**config.mk**
```make
export PLATFORM = sky130hd
export DESIGN_NAME = accel_block_average_overload_monitor_unit_flat
export DESIGN_NICKNAME = d
export VERILOG_FILES = /design/src/rtl/core/amom_pkg.sv /design/src/rtl/core/amom_in_if.sv /design/src/rtl/core/amom_out_if.sv /design/src/rtl/core/accel_block_average_overload_monitor_unit.sv /design/src/rtl/core/amom_front.sv /design/src/rtl/core/amom_queue.sv /design/src/rtl/core/amom_back.sv /design/src/flat_wrapper.sv
export SDC_FILE = /design/constraint.sdc
export NUM_CORES = 2
export LEC_CHECK = 0
export ABC_AREA = 1
export ABC_CLOCK_PERIOD_IN_PS = 8690
export BUFFER_PORTS_ARGS = -buffer_cell sky130_fd_sc_hd__buf_2
export CAP_MARGIN = 10
export CORE_MARGIN = 1.5
export CORE_UTILIZATION = 35
export CTS_CLUSTER_SIZE = 20
export DETAILED_ROUTE_END_ITERATION = 10
export HOLD_SLACK_MARGIN = 0.05
export PLACE_DENSITY_LB_ADDON = 0.25
export SYNTH_ARGS = -nofsm -noshare
export SYNTH_HDL_FRONTEND = slang
export SYNTH_SLANG_ARGS = --single-unit
```
**constraint.sdc**
```tcl
create_clock -name clk -period 8.69 [get_ports clk]
set_clock_uncertainty 0.05 [all_clocks]
set_input_delay 0 -clock clk [delete_from_list [all_inputs] [get_ports clk]]
set_output_delay 0 -clock clk [all_outputs]
set_load 0.01 [all_outputs]
```
**src/rtl/core/amom_pkg.sv**
```systemverilog
`default_nettype none
package amom_pkg;

  localparam int BLOCK_LEN  = 10;
  localparam int RING_DEPTH = 20;

  localparam int SMP_W  = 16;
  localparam int MAG_W  = 20;
  localparam int ACC_W  = SMP_W + $clog2(BLOCK_LEN);
  localparam int CNT_W  = (BLOCK_LEN > 1) ? $clog2(BLOCK_LEN) : 1;
  localparam int POS_W  = $clog2(RING_DEPTH);
  localparam int TOT_W  = MAG_W + $clog2(RING_DEPTH);
  localparam int MSUM_W = (ACC_W + 2 > MAG_W) ? ACC_W + 2 : MAG_W;

  localparam int DIV_SH  = TOT_W + POS_W;
  localparam int RECIP_W = TOT_W + 1;
  localparam int PROD_W  = TOT_W + RECIP_W;
  localparam logic [RECIP_W-1:0] DIV_RECIP =
    RECIP_W'(((64'd1 << DIV_SH) + 64'(RING_DEPTH) - 64'd1) / 64'(RING_DEPTH));

  localparam logic [MAG_W-1:0] MAG_MAX       = '1;
  localparam logic [MAG_W-1:0] MAX_ACCEL_RST = MAG_W'(983040);

  localparam int QDEPTH = 4;
  localparam int QPTR_W = $clog2(QDEPTH);

  localparam int CFG_AW    = 3;
  localparam int CFG_DW    = 32;
  localparam int REG_IDX_W = CFG_AW - 2;
  localparam logic [REG_IDX_W-1:0] REG_MAX_ACCEL = REG_IDX_W'(0);

  typedef logic signed [SMP_W-1:0] smp_t;
  typedef logic signed [ACC_W-1:0] acc_t;
  typedef logic [MAG_W-1:0]        mag_t;

  typedef struct packed {
    acc_t sum_x;
    acc_t sum_y;
    acc_t sum_z;
  } blk_t;

  typedef struct packed {
    logic full;
    logic empty;
  } q_stat_t;

endpackage
`default_nettype wire

```
**src/rtl/core/amom_in_if.sv**
```systemverilog
`default_nettype none
interface amom_in_if;
  import amom_pkg::*;

  logic valid;
  logic ready;
  smp_t accel_x;
  smp_t accel_y;
  smp_t accel_z;

  modport source (output valid, output accel_x, output accel_y, output accel_z, input ready);
  modport sink   (input valid, input accel_x, input accel_y, input accel_z, output ready);
endinterface
`default_nettype wire

```
**src/rtl/core/amom_out_if.sv**
```systemverilog
`default_nettype none
interface amom_out_if;
  import amom_pkg::*;

  logic valid;
  logic ready;
  mag_t block_magnitude;
  logic estop_request;
  logic window_valid;
  mag_t window_average;

  modport source (output valid, output block_magnitude, output estop_request,
                  output window_valid, output window_average, input ready);
  modport sink   (input valid, input block_magnitude, input estop_request,
                  input window_valid, input window_average, output ready);
endinterface
`default_nettype wire

```
**src/rtl/core/accel_block_average_overload_monitor_unit.sv**
```systemverilog
// Channel | Dir | Handshake        | Beat
// in_ch   | in  | valid/ready      | one three-axis sample (accel_x, accel_y, accel_z)
// out_ch  | out | valid/ready      | one block result (magnitude, estop, window mean)
// cfg     | in  | APB, pready high | max_accel at byte address 0
//
// One sample beat per cycle. A block result leaves, after the last sample beat of its
// block, through a magnitude stage, a ring update stage and a reciprocal-multiply
// output stage. Synchronous reset clears sums, ring, counters and sets max_accel to
// 983040. An output stall holds the back pipeline; a 4-block queue absorbs it, and
// in_ch stalls only at a block end while that queue is full.
`default_nettype none
module accel_block_average_overload_monitor_unit (
  input  wire logic                           clk,
  input  wire logic                           rst_n,
  amom_in_if.sink                             in_ch,
  amom_out_if.source                          out_ch,
  input  wire logic                           cfg_psel,
  input  wire logic                           cfg_penable,
  input  wire logic                           cfg_pwrite,
  input  wire logic [amom_pkg::CFG_AW-1:0]    cfg_paddr,
  input  wire logic [amom_pkg::CFG_DW-1:0]    cfg_pwdata,
  output logic      [amom_pkg::CFG_DW-1:0]    cfg_prdata,
  output logic                                cfg_pready
);
  import amom_pkg::*;

  mag_t                 max_accel_r;
  logic [REG_IDX_W-1:0] reg_idx;
  logic                 cfg_wr;
  logic                 q_push;
  logic                 q_pop;
  blk_t                 q_wr_blk;
  blk_t                 q_rd_blk;
  q_stat_t              q_stat;

  assign cfg_pready = 1'b1;
  assign reg_idx    = cfg_paddr[CFG_AW-1:2];
  assign cfg_wr     = cfg_psel && cfg_penable && cfg_pwrite && cfg_pready;
  assign cfg_prdata = (reg_idx == REG_MAX_ACCEL) ? CFG_DW'(max_accel_r) : '0;

  always_ff @(posedge clk) begin
    if (!rst_n) begin
      max_accel_r <= MAX_ACCEL_RST;
    end else if (cfg_wr && reg_idx == REG_MAX_ACCEL) begin
      max_accel_r <= cfg_pwdata[MAG_W-1:0];
    end
  end

  amom_front u_front (
    .clk    (clk),
    .rst_n  (rst_n),
    .in_ch  (in_ch),
    .q_stat (q_stat),
    .q_push (q_push),
    .q_blk  (q_wr_blk)
  );

  amom_queue u_queue (
    .clk    (clk),
    .rst_n  (rst_n),
    .push   (q_push),
    .wr_blk (q_wr_blk),
    .pop    (q_pop),
    .rd_blk (q_rd_blk),
    .stat   (q_stat)
  );

  amom_back u_back (
    .clk       (clk),
    .rst_n     (rst_n),
    .q_blk     (q_rd_blk),
    .q_stat    (q_stat),
    .q_pop     (q_pop),
    .max_accel (max_accel_r),
    .out_ch    (out_ch)
  );

  a_no_overflow: assert property (@(posedge clk) disable iff (!rst_n)
    q_stat.full |-> !(q_push && !q_pop))
    else $error("block queue overflow");

  a_no_underflow: assert property (@(posedge clk) disable iff (!rst_n)
    q_pop |-> !q_stat.empty)
    else $error("block queue underflow");

  a_avg_zero: assert property (@(posedge clk) disable iff (!rst_n)
    (out_ch.valid && !out_ch.window_valid) |-> (out_ch.window_average == '0))
    else $error("window average without window");

  a_push_from_input: assert property (@(posedge clk) disable iff (!rst_n)
    q_push |-> (in_ch.valid && in_ch.ready))
    else $error("block pushed without sample beat");
endmodule
`default_nettype wire

```
**src/rtl/core/amom_front.sv**
```systemverilog
`default_nettype none
module amom_front (
  input  wire logic              clk,
  input  wire logic              rst_n,
  amom_in_if.sink                in_ch,
  input  wire amom_pkg::q_stat_t q_stat,
  output logic                   q_push,
  output amom_pkg::blk_t         q_blk
);
  import amom_pkg::*;

  acc_t             sx_r, sy_r, sz_r;
  acc_t             sx_nxt, sy_nxt, sz_nxt;
  logic [CNT_W-1:0] cnt_r;
  logic             blk_end;
  logic             acc;

  assign blk_end     = (cnt_r == CNT_W'(BLOCK_LEN - 1));
  assign in_ch.ready = !(q_stat.full && blk_end);
  assign acc         = in_ch.valid && in_ch.ready;

  assign sx_nxt = sx_r + ACC_W'(in_ch.accel_x);
  assign sy_nxt = sy_r + ACC_W'(in_ch.accel_y);
  assign sz_nxt = sz_r + ACC_W'(in_ch.accel_z);

  assign q_push      = acc && blk_end;
  assign q_blk.sum_x = sx_nxt;
  assign q_blk.sum_y = sy_nxt;
  assign q_blk.sum_z = sz_nxt;

  always_ff @(posedge clk) begin
    if (!rst_n) begin
      cnt_r <= '0;
      sx_r  <= '0;
      sy_r  <= '0;
      sz_r  <= '0;
    end else if (acc) begin
      if (blk_end) begin
        cnt_r <= '0;
        sx_r  <= '0;
        sy_r  <= '0;
        sz_r  <= '0;
      end else begin
        cnt_r <= cnt_r + CNT_W'(1);
        sx_r  <= sx_nxt;
        sy_r  <= sy_nxt;
        sz_r  <= sz_nxt;
      end
    end
  end
endmodule
`default_nettype wire

```
**src/rtl/core/amom_queue.sv**
```systemverilog
`default_nettype none
module amom_queue (
  input  wire logic              clk,
  input  wire logic              rst_n,
  input  wire logic              push,
  input  wire amom_pkg::blk_t    wr_blk,
  input  wire logic              pop,
  output amom_pkg::blk_t         rd_blk,
  output amom_pkg::q_stat_t      stat
);
  import amom_pkg::*;

  blk_t              q_r [QDEPTH];
  logic [QPTR_W-1:0] wp_r, rp_r;
  logic [QPTR_W:0]   cnt_r;

  assign stat.full  = (cnt_r == (QPTR_W+1)'(QDEPTH));
  assign stat.empty = (cnt_r == '0);
  assign rd_blk     = q_r[rp_r];

  always_ff @(posedge clk) begin
    if (push) begin
      q_r[wp_r] <= wr_blk;
    end
  end

  always_ff @(posedge clk) begin
    if (!rst_n) begin
      wp_r  <= '0;
      rp_r  <= '0;
      cnt_r <= '0;
    end else begin
      if (push) begin
        wp_r <= wp_r + QPTR_W'(1);
      end
      if (pop) begin
        rp_r <= rp_r + QPTR_W'(1);
      end
      case ({push, pop})
        2'b10:   cnt_r <= cnt_r + (QPTR_W+1)'(1);
        2'b01:   cnt_r <= cnt_r - (QPTR_W+1)'(1);
        default: cnt_r <= cnt_r;
      endcase
    end
  end
endmodule
`default_nettype wire

```
**src/rtl/core/amom_back.sv**
```systemverilog
`default_nettype none
module amom_back (
  input  wire logic              clk,
  input  wire logic              rst_n,
  input  wire amom_pkg::blk_t    q_blk,
  input  wire amom_pkg::q_stat_t q_stat,
  output logic                   q_pop,
  input  wire amom_pkg::mag_t    max_accel,
  amom_out_if.source             out_ch
);
  import amom_pkg::*;

  logic adv;

  // magnitude
  logic [ACC_W-1:0]  ax, ay, az;
  logic [MSUM_W-1:0] mag_wide;
  mag_t              mag;
  logic              v1_r;
  mag_t              mag1_r;

  // ring
  mag_t              ring_r [RING_DEPTH];
  logic [POS_W-1:0]  pos_r;
  logic [TOT_W-1:0]  total_r;
  logic [TOT_W-1:0]  total_nxt;
  logic              wrap;
  logic              v2_r;
  mag_t              mag2_r;
  logic              est2_r;
  logic              wrap2_r;
  logic [TOT_W-1:0]  tot2_r;

  // mean
  logic [PROD_W-1:0] prod;
  logic              out_vld_r;
  mag_t              out_mag_r;
  logic              out_est_r;
  logic              out_wv_r;
  mag_t              out_avg_r;

  assign adv   = !out_vld_r || out_ch.ready;
  assign q_pop = adv && !q_stat.empty;

  assign ax = q_blk.sum_x[ACC_W-1] ? $unsigned(-q_blk.sum_x) : $unsigned(q_blk.sum_x);
  assign ay = q_blk.sum_y[ACC_W-1] ? $unsigned(-q_blk.sum_y) : $unsigned(q_blk.sum_y);
  assign az = q_blk.sum_z[ACC_W-1] ? $unsigned(-q_blk.sum_z) : $unsigned(q_blk.sum_z);
  assign mag_wide = MSUM_W'(ax) + MSUM_W'(ay) + MSUM_W'(az);
  assign mag      = (mag_wide > MSUM_W'(MAG_MAX)) ? MAG_MAX : mag_wide[MAG_W-1:0];

  assign total_nxt = total_r - TOT_W'(ring_r[pos_r]) + TOT_W'(mag1_r);
  assign wrap      = (pos_r == POS_W'(RING_DEPTH - 1));

  assign prod = PROD_W'(tot2_r) * PROD_W'(DIV_RECIP);

  always_ff @(posedge clk) begin
    if (!rst_n) begin
      v1_r      <= 1'b0;
      v2_r      <= 1'b0;
      out_vld_r <= 1'b0;
    end else if (adv) begin
      v1_r      <= q_pop;
      v2_r      <= v1_r;
      out_vld_r <= v2_r;
    end
  end

  always_ff @(posedge clk) begin
    if (adv) begin
      mag1_r    <= mag;
      mag2_r    <= mag1_r;
      est2_r    <= (mag1_r >= max_accel);
      wrap2_r   <= wrap;
      tot2_r    <= total_nxt;
      out_mag_r <= mag2_r;
      out_est_r <= est2_r;
      out_wv_r  <= wrap2_r;
      out_avg_r <= wrap2_r ? prod[DIV_SH +: MAG_W] : '0;
    end
  end

  always_ff @(posedge clk) begin
    if (!rst_n) begin
      for (int i = 0; i < RING_DEPTH; i++) begin
        ring_r[i] <= '0;
      end
      pos_r   <= '0;
      total_r <= '0;
    end else if (adv && v1_r) begin
      ring_r[pos_r] <= mag1_r;
      pos_r         <= wrap ? '0 : pos_r + POS_W'(1);
      total_r       <= total_nxt;
    end
  end

  assign out_ch.valid           = out_vld_r;
  assign out_ch.block_magnitude = out_mag_r;
  assign out_ch.estop_request   = out_est_r;
  assign out_ch.window_valid    = out_wv_r;
  assign out_ch.window_average  = out_avg_r;
endmodule
`default_nettype wire
```
**src/flat_wrapper.sv**
```systemverilog
// flat-port wrapper written by rule: the top's interface ports become plain ports
module accel_block_average_overload_monitor_unit_flat import amom_pkg::*;
  (clk, rst_n, cfg_psel, cfg_penable, cfg_pwrite, cfg_paddr, cfg_pwdata, cfg_prdata, cfg_pready, in_ch_valid, in_ch_accel_x, in_ch_accel_y, in_ch_accel_z, in_ch_ready, out_ch_valid, out_ch_block_magnitude, out_ch_estop_request, out_ch_window_valid, out_ch_window_average, out_ch_ready);
  amom_in_if in_ch_i ();
  amom_out_if out_ch_i ();
  input  wire logic clk;
  input  wire logic rst_n;
  input  wire logic cfg_psel;
  input  wire logic cfg_penable;
  input  wire logic cfg_pwrite;
  input  wire logic [amom_pkg::CFG_AW-1:0] cfg_paddr;
  input  wire logic [amom_pkg::CFG_DW-1:0] cfg_pwdata;
  output logic      [amom_pkg::CFG_DW-1:0] cfg_prdata;
  output logic cfg_pready;
  input wire logic [$bits(in_ch_i.valid)-1:0] in_ch_valid;
  input wire logic [$bits(in_ch_i.accel_x)-1:0] in_ch_accel_x;
  input wire logic [$bits(in_ch_i.accel_y)-1:0] in_ch_accel_y;
  input wire logic [$bits(in_ch_i.accel_z)-1:0] in_ch_accel_z;
  output wire logic [$bits(in_ch_i.ready)-1:0] in_ch_ready;
  output wire logic [$bits(out_ch_i.valid)-1:0] out_ch_valid;
  output wire logic [$bits(out_ch_i.block_magnitude)-1:0] out_ch_block_magnitude;
  output wire logic [$bits(out_ch_i.estop_request)-1:0] out_ch_estop_request;
  output wire logic [$bits(out_ch_i.window_valid)-1:0] out_ch_window_valid;
  output wire logic [$bits(out_ch_i.window_average)-1:0] out_ch_window_average;
  input wire logic [$bits(out_ch_i.ready)-1:0] out_ch_ready;
  assign in_ch_i.valid = in_ch_valid;
  assign in_ch_i.accel_x = in_ch_accel_x;
  assign in_ch_i.accel_y = in_ch_accel_y;
  assign in_ch_i.accel_z = in_ch_accel_z;
  assign in_ch_ready = in_ch_i.ready;
  assign out_ch_valid = out_ch_i.valid;
  assign out_ch_block_magnitude = out_ch_i.block_magnitude;
  assign out_ch_estop_request = out_ch_i.estop_request;
  assign out_ch_window_valid = out_ch_i.window_valid;
  assign out_ch_window_average = out_ch_i.window_average;
  assign out_ch_i.ready = out_ch_ready;
  accel_block_average_overload_monitor_unit u_core (.clk(clk), .rst_n(rst_n), .in_ch(in_ch_i), .out_ch(out_ch_i), .cfg_psel(cfg_psel), .cfg_penable(cfg_penable), .cfg_pwrite(cfg_pwrite), .cfg_paddr(cfg_paddr), .cfg_pwdata(cfg_pwdata), .cfg_prdata(cfg_prdata), .cfg_pready(cfg_pready));
endmodule
```
==> key figures <==
CTS
  • TritonCTS Buffers: roughly 120
  • Root buffer cell: clkbuf_16
  • Post CTS Setup Buffer Count: 0
  • Clock Sinks: around 1.1k
  • Clock Path Buffers: 3
  • H-tree depth: 3
  • Clock transition at path regs: ~0.06 ns
  • TritonCTS clock tree: done
  • Worst-skew pair later-pin latency: 0.79 ns

Synthesis
  • Syn Area/Cell: 9.359 um^2
  • Synth top area cells: edfxtp_1 45%, fa_1 8.3%, nand2_1 7.6%, ha_1 7.4%, nor2_1 6.0%
  • Synth top cells by count: 1344 x nand2_1, 1049 x nor2_1, 989 x edfxtp_1
  • Synth warn: 0
  • Yosys cell types: 50
  • Post-synth top area share: 44.88%
  • Async set-or-reset flop fraction in the synthesized netlist: 0%
  • Main synth FF type: edfxtp_1
  • Number of enable flip-flop cells after synthesis: 989
  • Register area share after synthesis: around 49%
  • Mapped Area: approximately 0.066 mm^2
  • Leading area contributor after synthesis: edfxtp_1
  • Post-Synthesis Cells: 7071
  • Top-count cell post-synth: nand2_1
  • Flip-flop and latch count after synthesis: ~1.1k

Run
  • Max cap viols: 0

Finish
  • Fillers: between 15k and 20k
  • Fraction of layout instances using a drive strength above 1: 6.767%
  • FF+latch area: about 0.032 mm^2
  • Footprint of the multi-input gates: between 0.02 and 0.03 mm^2
  • Area grow syn2layout: 13.62%
  • Nets: roughly 8.0k

STA
  • Period utilization: between 70% and 80%
  • Worst Tran Pin Value: approximately 1.2 ns
  • Finish-stage setup viols: 0
  • FMAX: 0.1575 GHz
  • RSZ-0062 raised after global routing: false
  • Fin. max-slew vios: 0
  • Relative slew slack: a little over a fifth
  • Number of hold violations in the final report: 0
  • Setup_tns: 0 ns
  • Min cycle time layout: about 6.3 ns
  • Setup WS post-layout: between 2 and 2.5 ns

Worst hold path
  • HP Class: input pin to flop

Drt
  • Post-route ant nets: 0
  • 1st-iter DRT viols: just over 4k
  • Residual DRC: 8
  • DRT Pass-1 Iters: 9
  • Vias: between 40k and 50k
  • Routed WL per cell: between 15 and 20 um
  • Total routed wirelength: approximately 190000 um
  • Via density: a little under 5

GRT
  • Vias in the first global route: 48.16k
  • Gr usage total: between 10% and 20%
  • Global route overflow: 0
  • Pin count of the biggest net entering global routing: roughly 160
  • Antenna violations before repair: 6
  • Global-route wire length before repair: 287000 um

Worst setup path
  • Critical-path cell list: ha_1 -> fa_1 -> inv_1 -> fa_1 -> inv_1 -> fa_1 -> inv_1 -> fa_1 -> inv_1 -> fa_1 -> inv_1 -> fa_1 -> inv_1 -> ha_1 -> nand2_1 -> nor2_1 -> nand2_1 -> o21ai_0 -> nor2_1 -> nand2_1 -> nand2_1 -> a21oi_1 -> nor2_1
  • Worst Setup Start Kind: flop
  • Critical Path Max Stage Delay: between 0.6 and 0.7 ns
  • Worst EP required: about 9.1 ns
  • Worst Path Arrival: between 6 and 7 ns
  • CP endpoint kind: flop
  • Reg2reg setup slack: between 2 and 2.5 ns
  • CP Buf/Inv Count: 6
  • Delay-heaviest family, CP: adder cells
  • CP Class: flop to flop
  • Worst path slowest cell: edfxtp_1
  • Crit path max fanout: 9

Outcome
  • Failing checks: design-rule violations
  • Status: complete, but fails checks

Placed design
  • Port Buf Inserts: ~140
  • GP Congestion: approximately 0.91
  • Post-DP HPWL: 125800 um
  • Setup WS pre-CTS: 2.405 ns

Floorplan
  • Die span in y: approximately 440 um
  • Row cnt: 159
  • Die width: roughly 440 um
  • Core area: between 0.15 and 0.2 mm^2
  • Initial Utilization: a little over a third
  • Num ports: roughly 170
  • Die area: approximately 0.19 mm^2
## area by class of cell
cell class                      count  area share [%]
Inverter                          987           4.950
Sequential cell                  1120           43.00
Multi-Input combinational cell   4662           38.20
Timing Repair Buffer              394           4.060
Clock buffer                      162           4.433
Antenna cell                        2        0.006656
Clock inverter                     64           1.200
Tap cell                         2495           4.152
## metrics by stage
step	util (%)	hold slack, ns	cell area [um^2]	cells
finish	40.04	0.1381	75190	9886
global route	40.04	0.1426	75190	9885
CTS	40.04	0.07378	75190	9884
detailed placement	36.92	0.1783	69330	9496
global placement	36.92	0.1726	69330	9496
floorplan	-	0.08038	66220	7082
## path summary, 6_finish.rpt
| kind | end | start | depth (start not counted) |
|---|---|---|---|
| worst max-delay path | u_core.u_back.out_ch.window_average[9]$_SDFFCE_PN0N_ | u_core.u_back.tot2_r[4]$_DFFE_PN_ | 23 |
| worst min register to register | u_core.u_back.out_ch.block_magnitude[6]$_DFFE_PN_ | u_core.u_back.mag2_r[6]$_DFFE_PN_ | 0 |
| worst max register to register | u_core.u_back.out_ch.window_average[9]$_SDFFCE_PN0N_ | u_core.u_back.tot2_r[4]$_DFFE_PN_ | 23 |
| worst min-delay path | u_core.u_queue.q_r[0][20]$_DFFE_PP_ | in_ch_accel_y[0] | 3 |
## state kept, by name, summed over array words and instances (netlist names), 2 cells and up, named ones only
signal	cells
u_core.max_accel_r	20
u_core.u_front.sx_r	20
u_core.u_front.sz_r	20
u_core.u_back.out_ch.window_average	20
u_core.u_queue.rp_r	2
u_core.u_front.cnt_r	4
u_core.u_queue.wp_r	2
u_core.u_back.mag2_r	20
u_core.u_back.ring_r	640
u_core.u_back.out_ch.block_magnitude	20
u_core.u_front.sy_r	20
u_core.u_back.mag1_r	20
u_core.u_queue.q_r	240
u_core.u_back.tot2_r	25
u_core.u_back.total_r	25
u_core.u_queue.cnt_r	3
u_core.u_back.pos_r	5
## placed cells by master (no fill, tap or decap), types with 8 or more instances in the layout
cell | synthesis | layout
buf_4 | 28 | 90
nor2_2 | 4 | 16
and2_1 | 38 | 38
o211ai_1 | 8 | 8
buf_2 | 110 | 139
nand3_1 | 355 | 355
clkbuf_1 | 151 | 27
conb_1 | 2 | 13
o221ai_1 | 124 | 124
ha_1 | 393 | 393
clkbuf_8 | 0 | 13
dlygate4sd3_1 | 0 | 162
clkinv_2 | 0 | 22
nor3_1 | 23 | 23
nand4_1 | 56 | 56
dfxtp_1 | 131 | 126
xnor2_1 | 50 | 50
o21a_1 | 21 | 21
edfxtp_1 | 989 | 989
o21bai_1 | 15 | 15
bufinv_16 | 0 | 17
nor2_1 | 1049 | 1032
a21oi_1 | 295 | 295
inv_1 | 967 | 966
or2_2 | 8 | 8
xor2_1 | 46 | 46
nor2_4 | 3 | 8
nand2_2 | 9 | 9
nand2_1 | 1344 | 1344
o22ai_1 | 26 | 26
inv_2 | 18 | 15
nand3b_1 | 17 | 17
o21ai_0 | 432 | 432
fa_1 | 274 | 274
clkbuf_16 | 0 | 122
o21ai_1 | 32 | 32
## kinds of logic after synthesis
| kind of cell | Yosys count | share of synthesized area, % |
|---|---|---|
| and+or+nand+nor | 2919 | 17.93 |
| AOI/OAI and AO/OA | 967 | 8.306 |
| xor gates and xnor gates | 96 | 1.271 |
| adders and majority gates | 667 | 15.72 |
| buffers and inverters | 1300 | 7.924 |
| other | 2 | 0.01135 |
| DFF | 1120 | 48.84 |
## worst reg2reg max path: cells and delay by family, from the launching register on
kind                       cells  cell delay [ns]
DFF                            1             0.63
and+or+nand+nor                7             0.80
adders and majority gates      8             3.92
AOI/OAI and AO/OA              2             0.34
buffers and inverters          6             0.35
## layer usage
metal	part of all wire (%)	vias up	global-route usage, %
met1	45	23810	26.84
met3	6.4	219	2.616
li1	-	23710	-
met4	2.1	0	4.772
met5	0	-	0
met2	47	1433	32.06
## what timing repair did
| action | 4_1_cts | 5_1_grt |
|---|---|---|
| hold buffers | 162 | 0 |
| resized for setup | 0 | 0 |
| endpoints found under the hold margin | 330 | 0 |
Power is not shown: default switching activity piles up to over one toggle a cycle in this logic, so the estimate is an artifact.
